[src/hdl/pgrg_pkg.sv]
// ----------------------------------------------------------------------------
// pgrg_pkg
// Shared types and constants of the PWM group rate guard.
// ----------------------------------------------------------------------------
package pgrg_pkg;

	localparam int CHANNEL_COUNT      = 16;
	localparam int GROUP_COUNT        = 4;
	localparam int CHANNELS_PER_GROUP = 4;
	localparam int CH_W               = 4;
	localparam int GRP_W              = 2;
	localparam int NS_W               = 31;
	localparam int VAL_W              = 16;
	localparam int CFG_IDX_W          = 2;
	localparam int CFG_DATA_W         = 16;
	localparam int IN_DATA_W          = 72;
	localparam int OUT_DATA_W         = 24;
	localparam int QUEUE_DEPTH        = 2;

	localparam logic [VAL_W-1:0] START_RATE  = 16'd50;
	localparam logic [NS_W-1:0]  NS_PER_S    = 31'd1000000000;
	// duty_ns / 1000 as ((duty_ns >> 3) * US_RECIP) >> US_SHIFT, exact below DUTY_SAT_NS
	localparam logic [NS_W-1:0]  DUTY_SAT_NS = 31'd65536000;
	localparam logic [23:0]      US_RECIP    = 24'd8589935;
	localparam int               US_SHIFT    = 30;

	typedef enum logic [2:0] {
		OP_CONFIG  = 3'd0,
		OP_DISABLE = 3'd1,
		OP_UPDATE  = 3'd2,
		OP_FORCE   = 3'd3,
		OP_TICK    = 3'd4
	} op_t;

	typedef enum logic [2:0] {
		WK_CLEAR   = 3'd0,
		WK_GROUP   = 3'd1,
		WK_ALT     = 3'd2,
		WK_DEFAULT = 3'd3,
		WK_DUTY    = 3'd4,
		WK_PIN     = 3'd5
	} write_kind_t;

	typedef enum logic [1:0] {
		CFG_MODE   = 2'd0,
		CFG_IGNORE = 2'd1,
		CFG_ARM    = 2'd2,
		CFG_ZHOLD  = 2'd3
	} cfg_idx_t;

	typedef enum logic [2:0] {
		BK_IDLE,
		BK_DIVF,
		BK_DIVD,
		BK_APPLY,
		BK_EMIT
	} back_state_t;

	typedef struct packed {
		op_t             op;
		logic [CH_W-1:0] channel;
		logic [NS_W-1:0] duty_ns;
		logic [NS_W-1:0] per_ns;
	} cmd_t;

endpackage

[src/hdl/pgrg_front.sv]
// ----------------------------------------------------------------------------
// pgrg_front
// Accepts input transactions, drops those that cannot act, forms commands.
// ----------------------------------------------------------------------------
module pgrg_front (
	input  logic                            s_tvalid,
	output logic                            s_tready,
	input  logic [pgrg_pkg::IN_DATA_W-1:0]  s_tdata,
	input  logic [2:0]                      s_tuser,
	output logic                            push,
	output pgrg_pkg::cmd_t                  push_cmd,
	input  logic                            push_ready
);
	import pgrg_pkg::*;

	logic keep;

	always_comb begin
		push_cmd.op      = op_t'(s_tuser);
		push_cmd.channel = s_tdata[CH_W-1:0];
		push_cmd.duty_ns = s_tdata[CH_W+NS_W-1:CH_W];
		push_cmd.per_ns  = s_tdata[CH_W+2*NS_W-1:CH_W+NS_W];
		case (s_tuser)
			OP_CONFIG:  keep = (push_cmd.per_ns != '0);
			OP_DISABLE: keep = 1'b1;
			OP_UPDATE:  keep = 1'b1;
			OP_FORCE:   keep = 1'b1;
			OP_TICK:    keep = 1'b1;
			default:    keep = 1'b0;
		endcase
	end

	// drop transactions without effect without waiting on the queue
	assign s_tready = push_ready || !keep;
	assign push     = s_tvalid && keep && push_ready;

endmodule

[src/hdl/pgrg_queue.sv]
// ----------------------------------------------------------------------------
// pgrg_queue
// Short command queue between front and back.
// ----------------------------------------------------------------------------
module pgrg_queue (
	input  logic           clk,
	input  logic           arst_n,
	input  logic           push,
	input  pgrg_pkg::cmd_t push_cmd,
	output logic           push_ready,
	input  logic           pop,
	output logic           pop_valid,
	output pgrg_pkg::cmd_t pop_cmd
);
	import pgrg_pkg::*;

	localparam int PTR_W = $clog2(QUEUE_DEPTH);

	cmd_t             mem_q [QUEUE_DEPTH];
	logic [PTR_W-1:0] wr_q;
	logic [PTR_W-1:0] rd_q;
	logic [PTR_W:0]   cnt_q;

	assign push_ready = (cnt_q != (PTR_W+1)'(QUEUE_DEPTH));
	assign pop_valid  = (cnt_q != '0);
	assign pop_cmd    = mem_q[rd_q];

	always_ff @(posedge clk) begin
		if (push) begin
			mem_q[wr_q] <= push_cmd;
		end
	end

	always_ff @(posedge clk or negedge arst_n) begin
		if (!arst_n) begin
			wr_q  <= '0;
			rd_q  <= '0;
			cnt_q <= '0;
		end else begin
			if (push) begin
				wr_q <= (wr_q == PTR_W'(QUEUE_DEPTH-1)) ? '0 : wr_q + 1'b1;
			end
			if (pop) begin
				rd_q <= (rd_q == PTR_W'(QUEUE_DEPTH-1)) ? '0 : rd_q + 1'b1;
			end
			cnt_q <= cnt_q + (PTR_W+1)'(push) - (PTR_W+1)'(pop);
		end
	end

endmodule

[src/hdl/pgrg_div.sv]
// ----------------------------------------------------------------------------
// pgrg_div
// Restoring divider, one quotient bit per cycle.
// ----------------------------------------------------------------------------
module pgrg_div (
	input  logic                       clk,
	input  logic                       arst_n,
	input  logic                       start,
	input  logic [pgrg_pkg::NS_W-1:0]  dividend,
	input  logic [pgrg_pkg::NS_W-1:0]  divisor,
	output logic                       done,
	output logic [pgrg_pkg::NS_W-1:0]  quotient
);
	import pgrg_pkg::*;

	localparam int CNT_W = $clog2(NS_W);

	logic             busy_q;
	logic             done_q;
	logic [CNT_W-1:0] cnt_q;
	logic [NS_W-1:0]  rem_q;
	logic [NS_W-1:0]  dvd_q;
	logic [NS_W-1:0]  dsr_q;
	logic [NS_W:0]    rem_sh;
	logic [NS_W:0]    diff;
	logic             ge;

	assign rem_sh   = {rem_q, dvd_q[NS_W-1]};
	assign diff     = rem_sh - {1'b0, dsr_q};
	assign ge       = (rem_sh >= {1'b0, dsr_q});
	assign done     = done_q;
	assign quotient = dvd_q;

	always_ff @(posedge clk) begin
		if (start) begin
			rem_q <= '0;
			dvd_q <= dividend;
			dsr_q <= divisor;
		end else if (busy_q) begin
			rem_q <= ge ? diff[NS_W-1:0] : rem_sh[NS_W-1:0];
			dvd_q <= {dvd_q[NS_W-2:0], ge};
		end
	end

	always_ff @(posedge clk or negedge arst_n) begin
		if (!arst_n) begin
			busy_q <= 1'b0;
			done_q <= 1'b0;
			cnt_q  <= '0;
		end else begin
			done_q <= 1'b0;
			if (start) begin
				busy_q <= 1'b1;
				cnt_q  <= '0;
			end else if (busy_q) begin
				cnt_q <= cnt_q + 1'b1;
				if (cnt_q == CNT_W'(NS_W-1)) begin
					busy_q <= 1'b0;
					done_q <= 1'b1;
				end
			end
		end
	end

endmodule

[src/hdl/pgrg_back.sv]
// ----------------------------------------------------------------------------
// pgrg_back
// Executes commands: rate and duty bookkeeping, result sequencing.
// ----------------------------------------------------------------------------
module pgrg_back (
	input  logic                               clk,
	input  logic                               arst_n,
	input  logic                               cfg_we,
	input  logic [pgrg_pkg::CFG_IDX_W-1:0]     cfg_index,
	input  logic [pgrg_pkg::CFG_DATA_W-1:0]    cfg_wdata,
	input  logic                               q_valid,
	input  pgrg_pkg::cmd_t                     q_cmd,
	output logic                               q_pop,
	output logic                               m_tvalid,
	input  logic                               m_tready,
	output logic [pgrg_pkg::OUT_DATA_W-1:0]    m_tdata,
	output logic [2:0]                         m_tuser,
	output logic                               m_tlast
);
	import pgrg_pkg::*;

	back_state_t      state_q, state_d;
	logic             mode_q;
	logic [15:0]      ignore_q;
	logic [15:0]      arm_win_q;
	logic [7:0]       zhold_q;

	cmd_t             item_q;
	logic [VAL_W-1:0] f_q;
	logic [VAL_W-1:0] d_q;
	logic [VAL_W-1:0] duty_mem [CHANNEL_COUNT];
	logic [CHANNEL_COUNT-1:0] nz_q;
	logic [VAL_W-1:0] grp_rate_q [GROUP_COUNT];
	logic [VAL_W-1:0] pend_rate_q [GROUP_COUNT];
	logic [GROUP_COUNT-1:0] flags_q;
	logic [VAL_W-1:0] alt_q;
	logic [VAL_W-1:0] def_q;
	logic [1:0]       leg_q;
	logic [15:0]      arm_q;
	logic             clr_q;
	logic [15:0]      zc_q;
	logic [CH_W-1:0]  emit_idx_q;

	logic             ov_q;
	write_kind_t      okind_q;
	logic [CH_W-1:0]  otgt_q;
	logic [VAL_W-1:0] oval_q;
	logic             olast_q;

	logic             out_free;
	logic             div_start;
	logic [NS_W-1:0]  div_dvd;
	logic [NS_W-1:0]  div_dsr;
	logic             div_done;
	logic [NS_W-1:0]  div_q;
	logic [VAL_W-1:0] div_sat;

	logic [22:0]      d_div8;
	logic [46:0]      d_prod;
	logic [VAL_W-1:0] duty_us;

	logic [16:0]      zc_sum;
	logic [15:0]      zc_eff;
	logic             some;
	logic             armed;
	logic             upd_clear, upd_grp, upd_alt, upd_def, upd_fall;
	logic [GRP_W-1:0] low_grp;
	logic             ign_hit;

	logic [GRP_W-1:0] a_grp;
	logic             a_pin;
	logic             a_stop;
	logic             a_change;
	logic             a_ok;
	logic             a_alt_set;
	logic             a_def_set;

	pgrg_div u_div (
		.clk      (clk),
		.arst_n   (arst_n),
		.start    (div_start),
		.dividend (div_dvd),
		.divisor  (div_dsr),
		.done     (div_done),
		.quotient (div_q)
	);

	assign div_sat  = (div_q > NS_W'(16'hFFFF)) ? 16'hFFFF : div_q[VAL_W-1:0];
	assign out_free = !ov_q || m_tready;

	assign d_div8  = item_q.duty_ns[25:3];
	assign d_prod  = {24'd0, d_div8} * {23'd0, US_RECIP};
	assign duty_us = (item_q.duty_ns >= DUTY_SAT_NS) ? 16'hFFFF :
		d_prod[US_SHIFT+VAL_W-1:US_SHIFT];

	always_comb begin
		zc_sum = {1'b0, zc_q} + ((q_cmd.op == OP_FORCE) ? {9'd0, zhold_q} : 17'd0);
		zc_eff = zc_sum[16] ? 16'hFFFF : zc_sum[15:0];
		some   = (leg_q != '0) || (flags_q != '0);
		armed  = (arm_q != '0);
		low_grp = '0;
		for (int i = GROUP_COUNT - 1; i >= 0; i--) begin
			if (flags_q[i]) begin
				low_grp = GRP_W'(i);
			end
		end
		upd_clear = armed && some && !clr_q;
		upd_grp   = armed && !upd_clear && mode_q && (flags_q != '0);
		upd_alt   = armed && !upd_clear && !mode_q && leg_q[0];
		upd_def   = armed && !upd_clear && !mode_q && !leg_q[0] && leg_q[1];
		upd_fall  = !(upd_clear || upd_grp || upd_alt || upd_def);
		ign_hit   = (ignore_q[q_cmd.channel] && (q_cmd.duty_ns != '0)) || (zc_q != '0);
	end

	always_comb begin
		a_grp     = item_q.channel[CH_W-1:CH_W-GRP_W];
		a_pin     = (item_q.channel[CH_W-GRP_W-1:0] == '0);
		a_stop    = (nz_q[a_grp*CHANNELS_PER_GROUP +: CHANNELS_PER_GROUP] == '0);
		a_change  = (grp_rate_q[a_grp] != f_q) && (a_pin || a_stop);
		a_alt_set = !item_q.channel[CH_W-1] && (f_q != alt_q) &&
			(item_q.duty_ns != '0) && a_pin;
		a_def_set = item_q.channel[CH_W-1] && (f_q != def_q) &&
			(item_q.duty_ns != '0) && a_pin;
		if (mode_q) begin
			a_ok = (grp_rate_q[a_grp] == f_q);
		end else if (!item_q.channel[CH_W-1]) begin
			a_ok = a_alt_set || (f_q == alt_q);
		end else begin
			a_ok = a_def_set || (f_q == def_q);
		end
	end

	always_comb begin
		state_d   = state_q;
		q_pop     = 1'b0;
		div_start = 1'b0;
		div_dvd   = NS_PER_S;
		div_dsr   = q_cmd.per_ns;
		case (state_q)
			BK_IDLE: begin
				if (q_valid && out_free) begin
					q_pop = 1'b1;
					if (q_cmd.op == OP_CONFIG && !ign_hit) begin
						div_start = 1'b1;
						state_d   = BK_DIVF;
					end else if ((q_cmd.op == OP_UPDATE || q_cmd.op == OP_FORCE) &&
						upd_fall && armed && !some) begin
						state_d = BK_EMIT;
					end
				end
			end
			BK_DIVF: begin
				if (div_done) begin
					state_d = BK_DIVD;
				end
			end
			BK_DIVD: begin
				state_d = BK_APPLY;
			end
			BK_APPLY: begin
				state_d = BK_IDLE;
			end
			BK_EMIT: begin
				if (out_free && emit_idx_q == CH_W'(CHANNEL_COUNT-1)) begin
					state_d = BK_IDLE;
				end
			end
			default: begin
				state_d = BK_IDLE;
			end
		endcase
	end

	always_ff @(posedge clk or negedge arst_n) begin
		if (!arst_n) begin
			state_q <= BK_IDLE;
		end else begin
			state_q <= state_d;
		end
	end

	always_ff @(posedge clk or negedge arst_n) begin
		if (!arst_n) begin
			mode_q    <= 1'b1;
			ignore_q  <= '0;
			arm_win_q <= 16'd10;
			zhold_q   <= 8'd4;
		end else if (cfg_we) begin
			case (cfg_index)
				CFG_MODE:   mode_q    <= cfg_wdata[0];
				CFG_IGNORE: ignore_q  <= cfg_wdata;
				CFG_ARM:    arm_win_q <= cfg_wdata;
				CFG_ZHOLD:  zhold_q   <= cfg_wdata[7:0];
				default:    ;
			endcase
		end
	end

	always_ff @(posedge clk) begin
		if (q_pop) begin
			item_q <= q_cmd;
		end
		if (state_q == BK_DIVF && div_done) begin
			f_q <= div_sat;
		end
		if (state_q == BK_DIVD) begin
			d_q <= duty_us;
		end
		if (state_q == BK_APPLY) begin
			duty_mem[item_q.channel] <= d_q;
		end
		if (out_free) begin
			if (state_q == BK_EMIT) begin
				okind_q <= WK_DUTY;
				otgt_q  <= emit_idx_q;
				oval_q  <= nz_q[emit_idx_q] ? duty_mem[emit_idx_q] : '0;
				olast_q <= (emit_idx_q == CH_W'(CHANNEL_COUNT-1));
			end else if (q_pop) begin
				otgt_q  <= '0;
				oval_q  <= '0;
				olast_q <= 1'b1;
				if (q_cmd.op == OP_DISABLE) begin
					okind_q <= WK_PIN;
					otgt_q  <= q_cmd.channel;
				end else if (upd_clear) begin
					okind_q <= WK_CLEAR;
				end else if (upd_grp) begin
					okind_q <= WK_GROUP;
					otgt_q  <= CH_W'(low_grp);
					oval_q  <= pend_rate_q[low_grp];
				end else if (upd_alt) begin
					okind_q <= WK_ALT;
					oval_q  <= alt_q;
				end else begin
					okind_q <= WK_DEFAULT;
					oval_q  <= def_q;
				end
			end
		end
	end

	always_ff @(posedge clk or negedge arst_n) begin
		if (!arst_n) begin
			nz_q       <= '0;
			flags_q    <= '0;
			alt_q      <= START_RATE;
			def_q      <= START_RATE;
			leg_q      <= '0;
			arm_q      <= '0;
			clr_q      <= 1'b0;
			zc_q       <= '0;
			emit_idx_q <= '0;
			ov_q       <= 1'b0;
			for (int i = 0; i < GROUP_COUNT; i++) begin
				grp_rate_q[i]  <= START_RATE;
				pend_rate_q[i] <= START_RATE;
			end
		end else begin
			if (m_tready) begin
				ov_q <= 1'b0;
			end
			if (state_q == BK_EMIT && out_free) begin
				ov_q       <= 1'b1;
				emit_idx_q <= emit_idx_q + 1'b1;
			end
			if (q_pop) begin
				emit_idx_q <= '0;
				case (q_cmd.op)
					OP_CONFIG: begin
						if (ign_hit) begin
							nz_q[q_cmd.channel] <= 1'b0;
						end else begin
							arm_q <= arm_win_q;
						end
					end
					OP_DISABLE: begin
						nz_q[q_cmd.channel] <= 1'b0;
						arm_q <= '0;
						ov_q  <= 1'b1;
					end
					OP_UPDATE, OP_FORCE: begin
						zc_q <= zc_eff;
						if (upd_clear) begin
							clr_q <= 1'b1;
							ov_q  <= 1'b1;
						end else if (upd_grp) begin
							grp_rate_q[low_grp] <= pend_rate_q[low_grp];
							flags_q[low_grp]    <= 1'b0;
							ov_q                <= 1'b1;
						end else if (upd_alt) begin
							leg_q[0] <= 1'b0;
							ov_q     <= 1'b1;
						end else if (upd_def) begin
							leg_q[1] <= 1'b0;
							ov_q     <= 1'b1;
						end else begin
							clr_q <= 1'b0;
							if (zc_eff != '0) begin
								zc_q <= zc_eff - 1'b1;
								nz_q <= '0;
							end
						end
					end
					OP_TICK: begin
						if (arm_q != '0) begin
							arm_q <= arm_q - 1'b1;
						end
					end
					default: ;
				endcase
			end
			if (state_q == BK_APPLY) begin
				nz_q[item_q.channel] <= a_ok && (d_q != '0);
				if (mode_q && a_change) begin
					pend_rate_q[a_grp] <= f_q;
					flags_q[a_grp]     <= 1'b1;
				end
				if (!mode_q && a_alt_set) begin
					alt_q    <= f_q;
					leg_q[0] <= 1'b1;
				end
				if (!mode_q && a_def_set) begin
					def_q    <= f_q;
					leg_q[1] <= 1'b1;
				end
			end
		end
	end

	assign m_tvalid = ov_q;
	assign m_tdata  = {(OUT_DATA_W-VAL_W-CH_W)'(0), oval_q, otgt_q};
	assign m_tuser  = okind_q;
	assign m_tlast  = olast_q;

	a_pop_idle: assert property (@(posedge clk) disable iff (!arst_n)
		q_pop |-> (state_q == BK_IDLE))
		else $error("command popped while busy");
	a_div_state: assert property (@(posedge clk) disable iff (!arst_n)
		div_done |-> (state_q == BK_DIVF || state_q == BK_DIVD))
		else $error("divider result outside division states");
	a_emit_last: assert property (@(posedge clk) disable iff (!arst_n)
		(state_q == BK_EMIT && out_free && emit_idx_q == CH_W'(CHANNEL_COUNT-1))
		|=> (m_tvalid && m_tlast && state_q == BK_IDLE))
		else $error("duty run did not end with last");

endmodule

[src/hdl/pwm_group_rate_guard.sv]
// ----------------------------------------------------------------------------
// pwm_group_rate_guard
// Guards 16 PWM duty values in 4 rate groups and sequences output writes.
// ----------------------------------------------------------------------------
// Input stream s_*: one command per transaction, op in s_tuser. Configure
// items with a zero period and unknown ops are taken and dropped at once.
// Output stream m_*: one write per transaction, write kind in m_tuser,
// m_tlast marks the final write caused by a command.
// Configuration: cfg_we writes register cfg_index with cfg_wdata.
// Execution: a configure runs one division for the rate and a
// reciprocal multiply for the duty in the executor; disable, update
// and tick run without a division; a full duty write streams 16
// transactions, one per cycle while the receiver does not stall.
// A two-entry command queue keeps the input side accepting while the
// executor divides or while a result waits on m_tready; the executor
// holds its output register and stalls while the receiver stalls.
// Reset: all duties zero, all rates 50 Hz, outputs disarmed, registers at
// their reset values; no clearing pass is needed.
// ----------------------------------------------------------------------------
module pwm_group_rate_guard (
	input  logic                               clk,
	input  logic                               arst_n,
	input  logic                               cfg_we,
	input  logic [pgrg_pkg::CFG_IDX_W-1:0]     cfg_index,
	input  logic [pgrg_pkg::CFG_DATA_W-1:0]    cfg_wdata,
	input  logic                               s_tvalid,
	output logic                               s_tready,
	// channel[3:0], duty_ns[34:4], per_ns[65:35]
	input  logic [pgrg_pkg::IN_DATA_W-1:0]     s_tdata,
	// op[2:0]
	input  logic [2:0]                         s_tuser,
	output logic                               m_tvalid,
	input  logic                               m_tready,
	// target[3:0], write_value[19:4]
	output logic [pgrg_pkg::OUT_DATA_W-1:0]    m_tdata,
	// write_kind[2:0]
	output logic [2:0]                         m_tuser,
	output logic                               m_tlast
);
	import pgrg_pkg::*;

	logic push;
	logic push_ready;
	cmd_t push_cmd;
	logic q_pop;
	logic q_valid;
	cmd_t q_cmd;

	pgrg_front u_front (
		.s_tvalid   (s_tvalid),
		.s_tready   (s_tready),
		.s_tdata    (s_tdata),
		.s_tuser    (s_tuser),
		.push       (push),
		.push_cmd   (push_cmd),
		.push_ready (push_ready)
	);

	pgrg_queue u_queue (
		.clk        (clk),
		.arst_n     (arst_n),
		.push       (push),
		.push_cmd   (push_cmd),
		.push_ready (push_ready),
		.pop        (q_pop),
		.pop_valid  (q_valid),
		.pop_cmd    (q_cmd)
	);

	pgrg_back u_back (
		.clk       (clk),
		.arst_n    (arst_n),
		.cfg_we    (cfg_we),
		.cfg_index (cfg_index),
		.cfg_wdata (cfg_wdata),
		.q_valid   (q_valid),
		.q_cmd     (q_cmd),
		.q_pop     (q_pop),
		.m_tvalid  (m_tvalid),
		.m_tready  (m_tready),
		.m_tdata   (m_tdata),
		.m_tuser   (m_tuser),
		.m_tlast   (m_tlast)
	);

endmodule
[config.mk]
export PLATFORM = sky130hd
export DESIGN_NAME = pwm_group_rate_guard
export DESIGN_NICKNAME = d
export VERILOG_FILES = /design/src/hdl/pgrg_pkg.sv /design/src/hdl/pgrg_front.sv /design/src/hdl/pgrg_queue.sv /design/src/hdl/pgrg_div.sv /design/src/hdl/pgrg_back.sv /design/src/hdl/pwm_group_rate_guard.sv
export SDC_FILE = /design/constraint.sdc
export NUM_CORES = 2
export LEC_CHECK = 0
export BUFFER_PORTS_ARGS = -buffer_cell sky130_fd_sc_hd__buf_2
export CAP_MARGIN = 20
export CORE_MARGIN = 2
export CORE_UTILIZATION = 55
export DETAILED_ROUTE_END_ITERATION = 7
export PLACE_DENSITY_LB_ADDON = 0.3
export SLEW_MARGIN = 20
export SYNTH_ARGS = -nofsm -noshare
export SYNTH_HDL_FRONTEND = slang
export SYNTH_SLANG_ARGS = --single-unit
[constraint.sdc]
create_clock -name clk -period 12.8 [get_ports clk]
set_clock_uncertainty 0.2 [all_clocks]
set_input_delay 0.64 -clock clk [delete_from_list [all_inputs] [get_ports clk]]
set_output_delay 0.64 -clock clk [all_outputs]
set_load 0.02 [all_outputs]
Word-level counts from Yosys, hierarchy flattened
Memory sizes are Yosys's and may differ from the RTL's.
Index checks and enable logic that the tools add are counted.
{"block": "classes", "addsub": 10, "multipliers": 1, "div": 0, "order_cmp": 16, "eq_ne": 33, "n_shift": 1, "mux": 126, "bitwise": 8, "n_reduce_logical": 93}
{"operator": "16-bit two-way mux", "n": 29}
{"operator": "64-bit bitwise mux", "n": 2}
{"operator": "16-bit one-hot mux with 3 select lines", "n": 2}
{"operator": "31-bit nonzero test", "n": 3}
{"operator": "16-bit binary-select mux with 2-bit select", "n": 2}
{"operator": "16-bit demux with 2-bit select", "n": 2}
{"operator": "16-bit nonzero test", "n": 4}
{"operator": "16-bit == test", "n": 3}
{"operator": "4-bit two-way mux", "n": 12}
{"operator": "16-bit != test", "n": 3}
{"operator": "23-bit by 24-bit multiplier with 46-bit output, second input constant", "n": 1}
{"operator": "1-bit two-way mux", "n": 44}
{"operator": "1-bit logical AND", "n": 37}
{"operator": "32-bit by 31-bit >= comparator with 1-bit output", "n": 1}
{"operator": "16-bit by 1-bit subtractor with 16-bit output, second input constant", "n": 2}
{"operator": "31-bit by 26-bit >= comparator with 1-bit output, second input constant", "n": 1}
{"operator": "31-bit by 16-bit > comparator with 1-bit output, second input constant", "n": 1}
{"operator": "31-bit two-way mux", "n": 1}
{"operator": "31-bit subtractor", "n": 1}
{"operator": "3-bit two-way mux", "n": 9}
{"operator": "2-bit two-way mux", "n": 10}
{"operator": "3-bit by 2-bit == test with 1-bit output, second input constant", "n": 6}
{"operator": "2-bit AND reduction", "n": 9}
{"operator": "16-bit by 17-bit adder with 17-bit output", "n": 1}
{"operator": "other kinds (48)", "n": 102}
{"block": "totals", "regBits": 459, "latchBits": 0, "ramBits": 394, "rom_bits": 0, "inputBits": 98, "out_inout_bits": 30, "word_cells": 330, "memories": 2}
{"memory": "u_back.duty_mem", "words": 16, "width": 16, "read_ports": 1, "rd_clocked_by_memory_dff": 0, "write_ports": 1, "line": "pgrg_back.sv:31", "text": "logic [VAL_W-1:0] duty_mem [CHANNEL_COUNT];"}
{"memory": "u_queue.mem_q", "words": 2, "width": 69, "read_ports": 1, "rd_clocked_by_memory_dff": 0, "write_ports": 1, "line": "pgrg_queue.sv:19", "text": "cmd_t mem_q [QUEUE_DEPTH];"}

Longest topological paths before layout
{"block": "logic_depth", "depth_word": 19, "depth_mapped": 25, "depth_no_buf": 25}

Modules after synthesis
A second synthesis with hierarchy kept.
{"block": "unflattened", "hier_cells": 3670, "area_unflattened_um2": 47531.8}
{"mod": "pgrg_back", "instances": 1, "cells_per_inst": 2779, "area_each_um2": 35521.6}
{"mod": "pgrg_div", "instances": 1, "cells_per_inst": 575, "area_each_um2": 5843.1}
{"mod": "pgrg_queue", "instances": 1, "cells_per_inst": 230, "area_each_um2": 5530.3}
{"mod": "pgrg_front", "instances": 1, "cells_per_inst": 86, "area_each_um2": 636.9}

Least setup slack after synthesis
Ideal clock, no wire load.
{"block": "synth_timing", "path_type": "reg2reg", "start": "register u_back.item_q, in the netlist u_back.d_div8[20]", "end": "register u_back.d_q[10], data pin", "setup_time_ns": 0.273, "arrival_time_ns": 6.113, "required_ns": 12.327, "slack_ns": 6.214, "stages_incl_launch_ff": 20, "n_path_buf": 0, "period_less_slack_ns": 6.586, "cell_sequence": "edfxtp_1 > fa_1 > inv_1 > fa_1 > inv_1 > fa_1 > fa_1 > fa_1 > inv_1 > fa_1 > inv_1 > fa_1 > ha_1 > nand3_1 > a2111oi_0 > o2111ai_1 > a21boi_0 > o211ai_1 > a21boi_0 > o21ai_0"}
{"block": "synth_between", "elab_chain_len": 1}
{"element": "start, declared", "line": "pgrg_back.sv:28", "text": "cmd_t item_q;"}
{"element": "start signal, assigned", "line": "pgrg_back.sv:201", "text": "item_q <= q_cmd;"}
{"element": "23-bit by 24-bit multiplier with 46-bit output or 31-bit by 26-bit >= comparator with 1-bit output (tied branches)", "line": "pgrg_back.sv:92, pgrg_back.sv:93"}
{"element": "end signal, assigned", "line": "pgrg_back.sv:207", "text": "d_q <= duty_us;"}
{"element": "end, declared", "line": "pgrg_back.sv:30", "text": "logic [VAL_W-1:0] d_q;"}
Parallel ways exist; a longest one is shown, timed or not.
A chain may end at the register's enable or synchronous reset.

Worst setup path in the final report
Same ends and word-level chain as after synthesis.

==> summary.txt <==
Layout
  • Area Overhead vs Synth: 10.98%
  • Most frequent cells in the layout: edfxtp_1, inv_1, ha_1
  • Fillers: 6368
  • Design area: 0.05135 sq mm
  • Commonest non-fill, non-tap cell in the layout: edfxtp_1
  • Diode count: 0
  • Layout cells sized above 1: 18.81%
  • Fin nets: 4307

Timing
  • Measured slew at the worst slew-check pin: 1.151 ns
  • Final hold vios: 0
  • Final setup TNS: 0 ns
  • Period utilisation layout: 56.87%
  • Final Max Tran Viols: 0
  • Post-route setup slack: between 5 and 6 ns
  • Minimum clock period: 7.280 ns
  • Fmax: 137.4 MHz
  • Worst relative slew slack: 23.02%
  • RSZ-0062 raised after global routing: no
  • Final setup vio count: 0

Detailed routing
  • DRT iter0 DRCs: 2300
  • Vias per inst: 5.886
  • Routed Wire Length: about 100000 microns
  • # DRC: 0
  • Vias: 28890
  • Final ANT Viol Nets: 0
  • Wirelength per Cell: 21.25 microns
  • DRT Pass-1 Iters: 6

Synthesis
  • Seq/Total Area, Yosys: ~51%
  • Synth Area per Inst: 12.85 sq um
  • Synth Area in Adders: 14.74%
  • Mapped Area: between 0.04 and 0.05 sq mm
  • #FFs+latches synth: 853
  • Distinct cells, synth: around 100
  • Ys Warns: 0
  • Post-Synth XOR/XNOR Area: 1.893%
  • Simple-Gate Fraction of Synth Area: 7.480%
  • Compound-Gate Fraction of Synth Area: 8.516%
  • Largest family of logic cells by synthesized area: adder cells
  • Leading area contributor after synthesis: edfxtp_1
  • Post-synth top flop: edfxtp_1
  • Mux share of post-synthesis cell area: 11.77%
  • Post-synth EDFFs: 516
  • Post-Syn Instances: 3600
  • Synth top area cells: edfxtp_1, dfrtp_1, ha_1
  • Yosys top cell area share: 33.49%
  • Asr flop ratio synth: about a third

Clock network
  • Post-CTS setup buffers: 0
  • H-tree depth: 3
  • Max clock buf depth: 3
  • Clock-pin transition on the worst setup and hold timing paths: 0.06 ns
  • Clock root buffer: clkbuf_16
  • Clock Latency Late Sink: around 0.65 ns
  • CTS tree: yes
  • Clock sink count: 853
  • CTS Buf Count: 84

Flow run
  • Max cap viols: 0

Floorplan
  • Die Span Y: 294.0 microns
  • Num rows: between 100 and 150
  • Die span in x: 294.0 microns
  • Ports: about 130
  • Full die area: 0.08646 sq mm
  • Starting density of the core: 55.46%
  • Core box area: 0.08342 sq mm

GRT
  • Global Route Usage Sum: approximately 24%
  • Vias in the first global route: slightly below 30000
  • Initial antenna violation count: 4
  • GR Overflow Total: 0
  • Largest net degree at the start of global routing: 158
  • First-pass GRT wire length: roughly 160000 microns

Hold path
  • Hold Path Class: input pin to flop

Place
  • Detailed-placement wirelength estimate: 70700 microns
  • Routability congestion estimate: between 0.9 and 1
  • Placement Cell Area: 0.04803 sq mm
  • # port buffers: ~120
  • Place WS: 5.461 ns

Worst setup path
  • CP top delay family: adder cells
  • Worst-path cell chain: fa_1 > inv_1 > fa_1 > inv_1 > fa_1 > fa_1 > fa_1 > inv_1 > fa_1 > inv_1 > fa_1 > ha_1 > nand3_1 > a2111oi_0 > buf_4 > o2111ai_1 > a21boi_0 > o211ai_1 > a21boi_0 > o21ai_0
  • Crit start category: flop
  • CP max stage delay: 0.64 ns
  • Critical Path RT: 12.99 ns
  • CP max-delay cell: fa_1
  • Most Frequent Cell on Critical Path: fa_1
  • CP Class: flop to flop
  • CP Capture Type: flop
  • Arr. time, crit path: 7.47 ns
  • CP Max Fanout: 8
  • CP bufs+invs: 5

Run status
  • Status: finished clean
[sequential cells by signal, indices dropped and copies added, names as in the netlist, 23 cells and up]
| name | count |
|---|---|
| u_back.u_div.quotient | 31 |
| u_queue.mem_q | 138 |
| u_back.duty_mem | 256 |
| u_back.pend_rate_q | 64 |
| u_back.grp_rate_q | 64 |
| u_back.u_div.rem_q | 31 |
| u_back.d_div8 | 23 |
| u_back.u_div.dsr_q | 31 |
[final timing paths]
path,to,slack [ns],start,cells after the start
min in group asynchronous,u_back.grp_rate_q[19],0.46,arst_n,2
hold reg to reg,u_back.grp_rate_q[17],0.28,u_back.grp_rate_q[17],2
hold / removal,u_queue.mem_q[0][63],0.04,s_tdata[1],1
max in group asynchronous,u_back.u_div.busy_q,10.40,arst_n,3
setup reg to reg,u_back.d_q[10],5.52,u_back.d_div8[20],20
setup / recovery,u_back.d_q[10],5.52,u_back.d_div8[20],20
[worst reg2reg max path: cells and delay by family, from the launching register on]
kind                       cells  cell delay [ns]
DFF                            1             0.58
AOI/OAI and AO/OA              6             1.48
and+or+nand+nor                1             0.16
adders and majority gates      8             4.17
buffers and inverters          5             0.45
[cells by family (layout without fill, tap and decap cells)]
logic type,count (synthesis),count (layout)
flip-flops,853,853
AND/OR/NAND/NOR,688,688
AO/OA/AOI/OAI,594,594
buffers and inverters,524,749
adder cells (fa/ha/maj),451,451
multiplexers,389,389
XOR/XNOR,100,100
other,1,4
[Yosys cell counts, types with 40 or more instances]
library cell and number:
edfxtp_1 516, inv_1 374, ha_1 294, dfrtp_1 241, mux2_2 202, nor2_1 181
nand2_1 180, o21ai_0 177, fa_1 157, a21oi_1 128, mux4_2 103, clkbuf_1 91
mux2i_1 81, dfxtp_1 62, xor2_1 62, nand3_1 58, nor4_1 50, nor3_1 40
[stage by stage]
| step | hold slack [ns] | util [%] | std cells |
|---|---|---|---|
| detailed placement | 0.2663 | 57.58 | 4695 |
| CTS | 0.0004374 | 61.49 | 4907 |
| floorplan | 0.1444 | - | 3603 |
| global placement | 0.2566 | 57.58 | 4695 |
| global route | 0.005264 | 61.55 | 4908 |
| finish | 0.03712 | 61.55 | 4908 |
[area by class of cell]
cell class,count,area [sq um],area share (%)
flip-flops and latches,853,23670,46.10
multi-input cells,2226,20700,40.31
clock buffers,111,2275,4.430
repair buffers,217,1510,2.941
inverters,376,1411,2.749
well taps,1080,1351,2.632
clock inverters,45,427.9,0.8334
[repair_timing]
action / in CTS / in global routing
hold buffers: 56 / 0
hold endpoints to repair: 212 / 0
gates resized for setup: 0 / 0
[routing by layer]
metal,global-route usage (%),vias up,part of all wire (%)
met5,0,-,0.040
met4,6.857,6,2.2
met3,3.535,153,5.8
met2,40.15,869,49
met1,34.21,14450,43
li1,-,13410,-
Power is left out: the tool's default activity adds up to more than one toggle a clock period on the data nets, which glitch-free logic cannot reach.
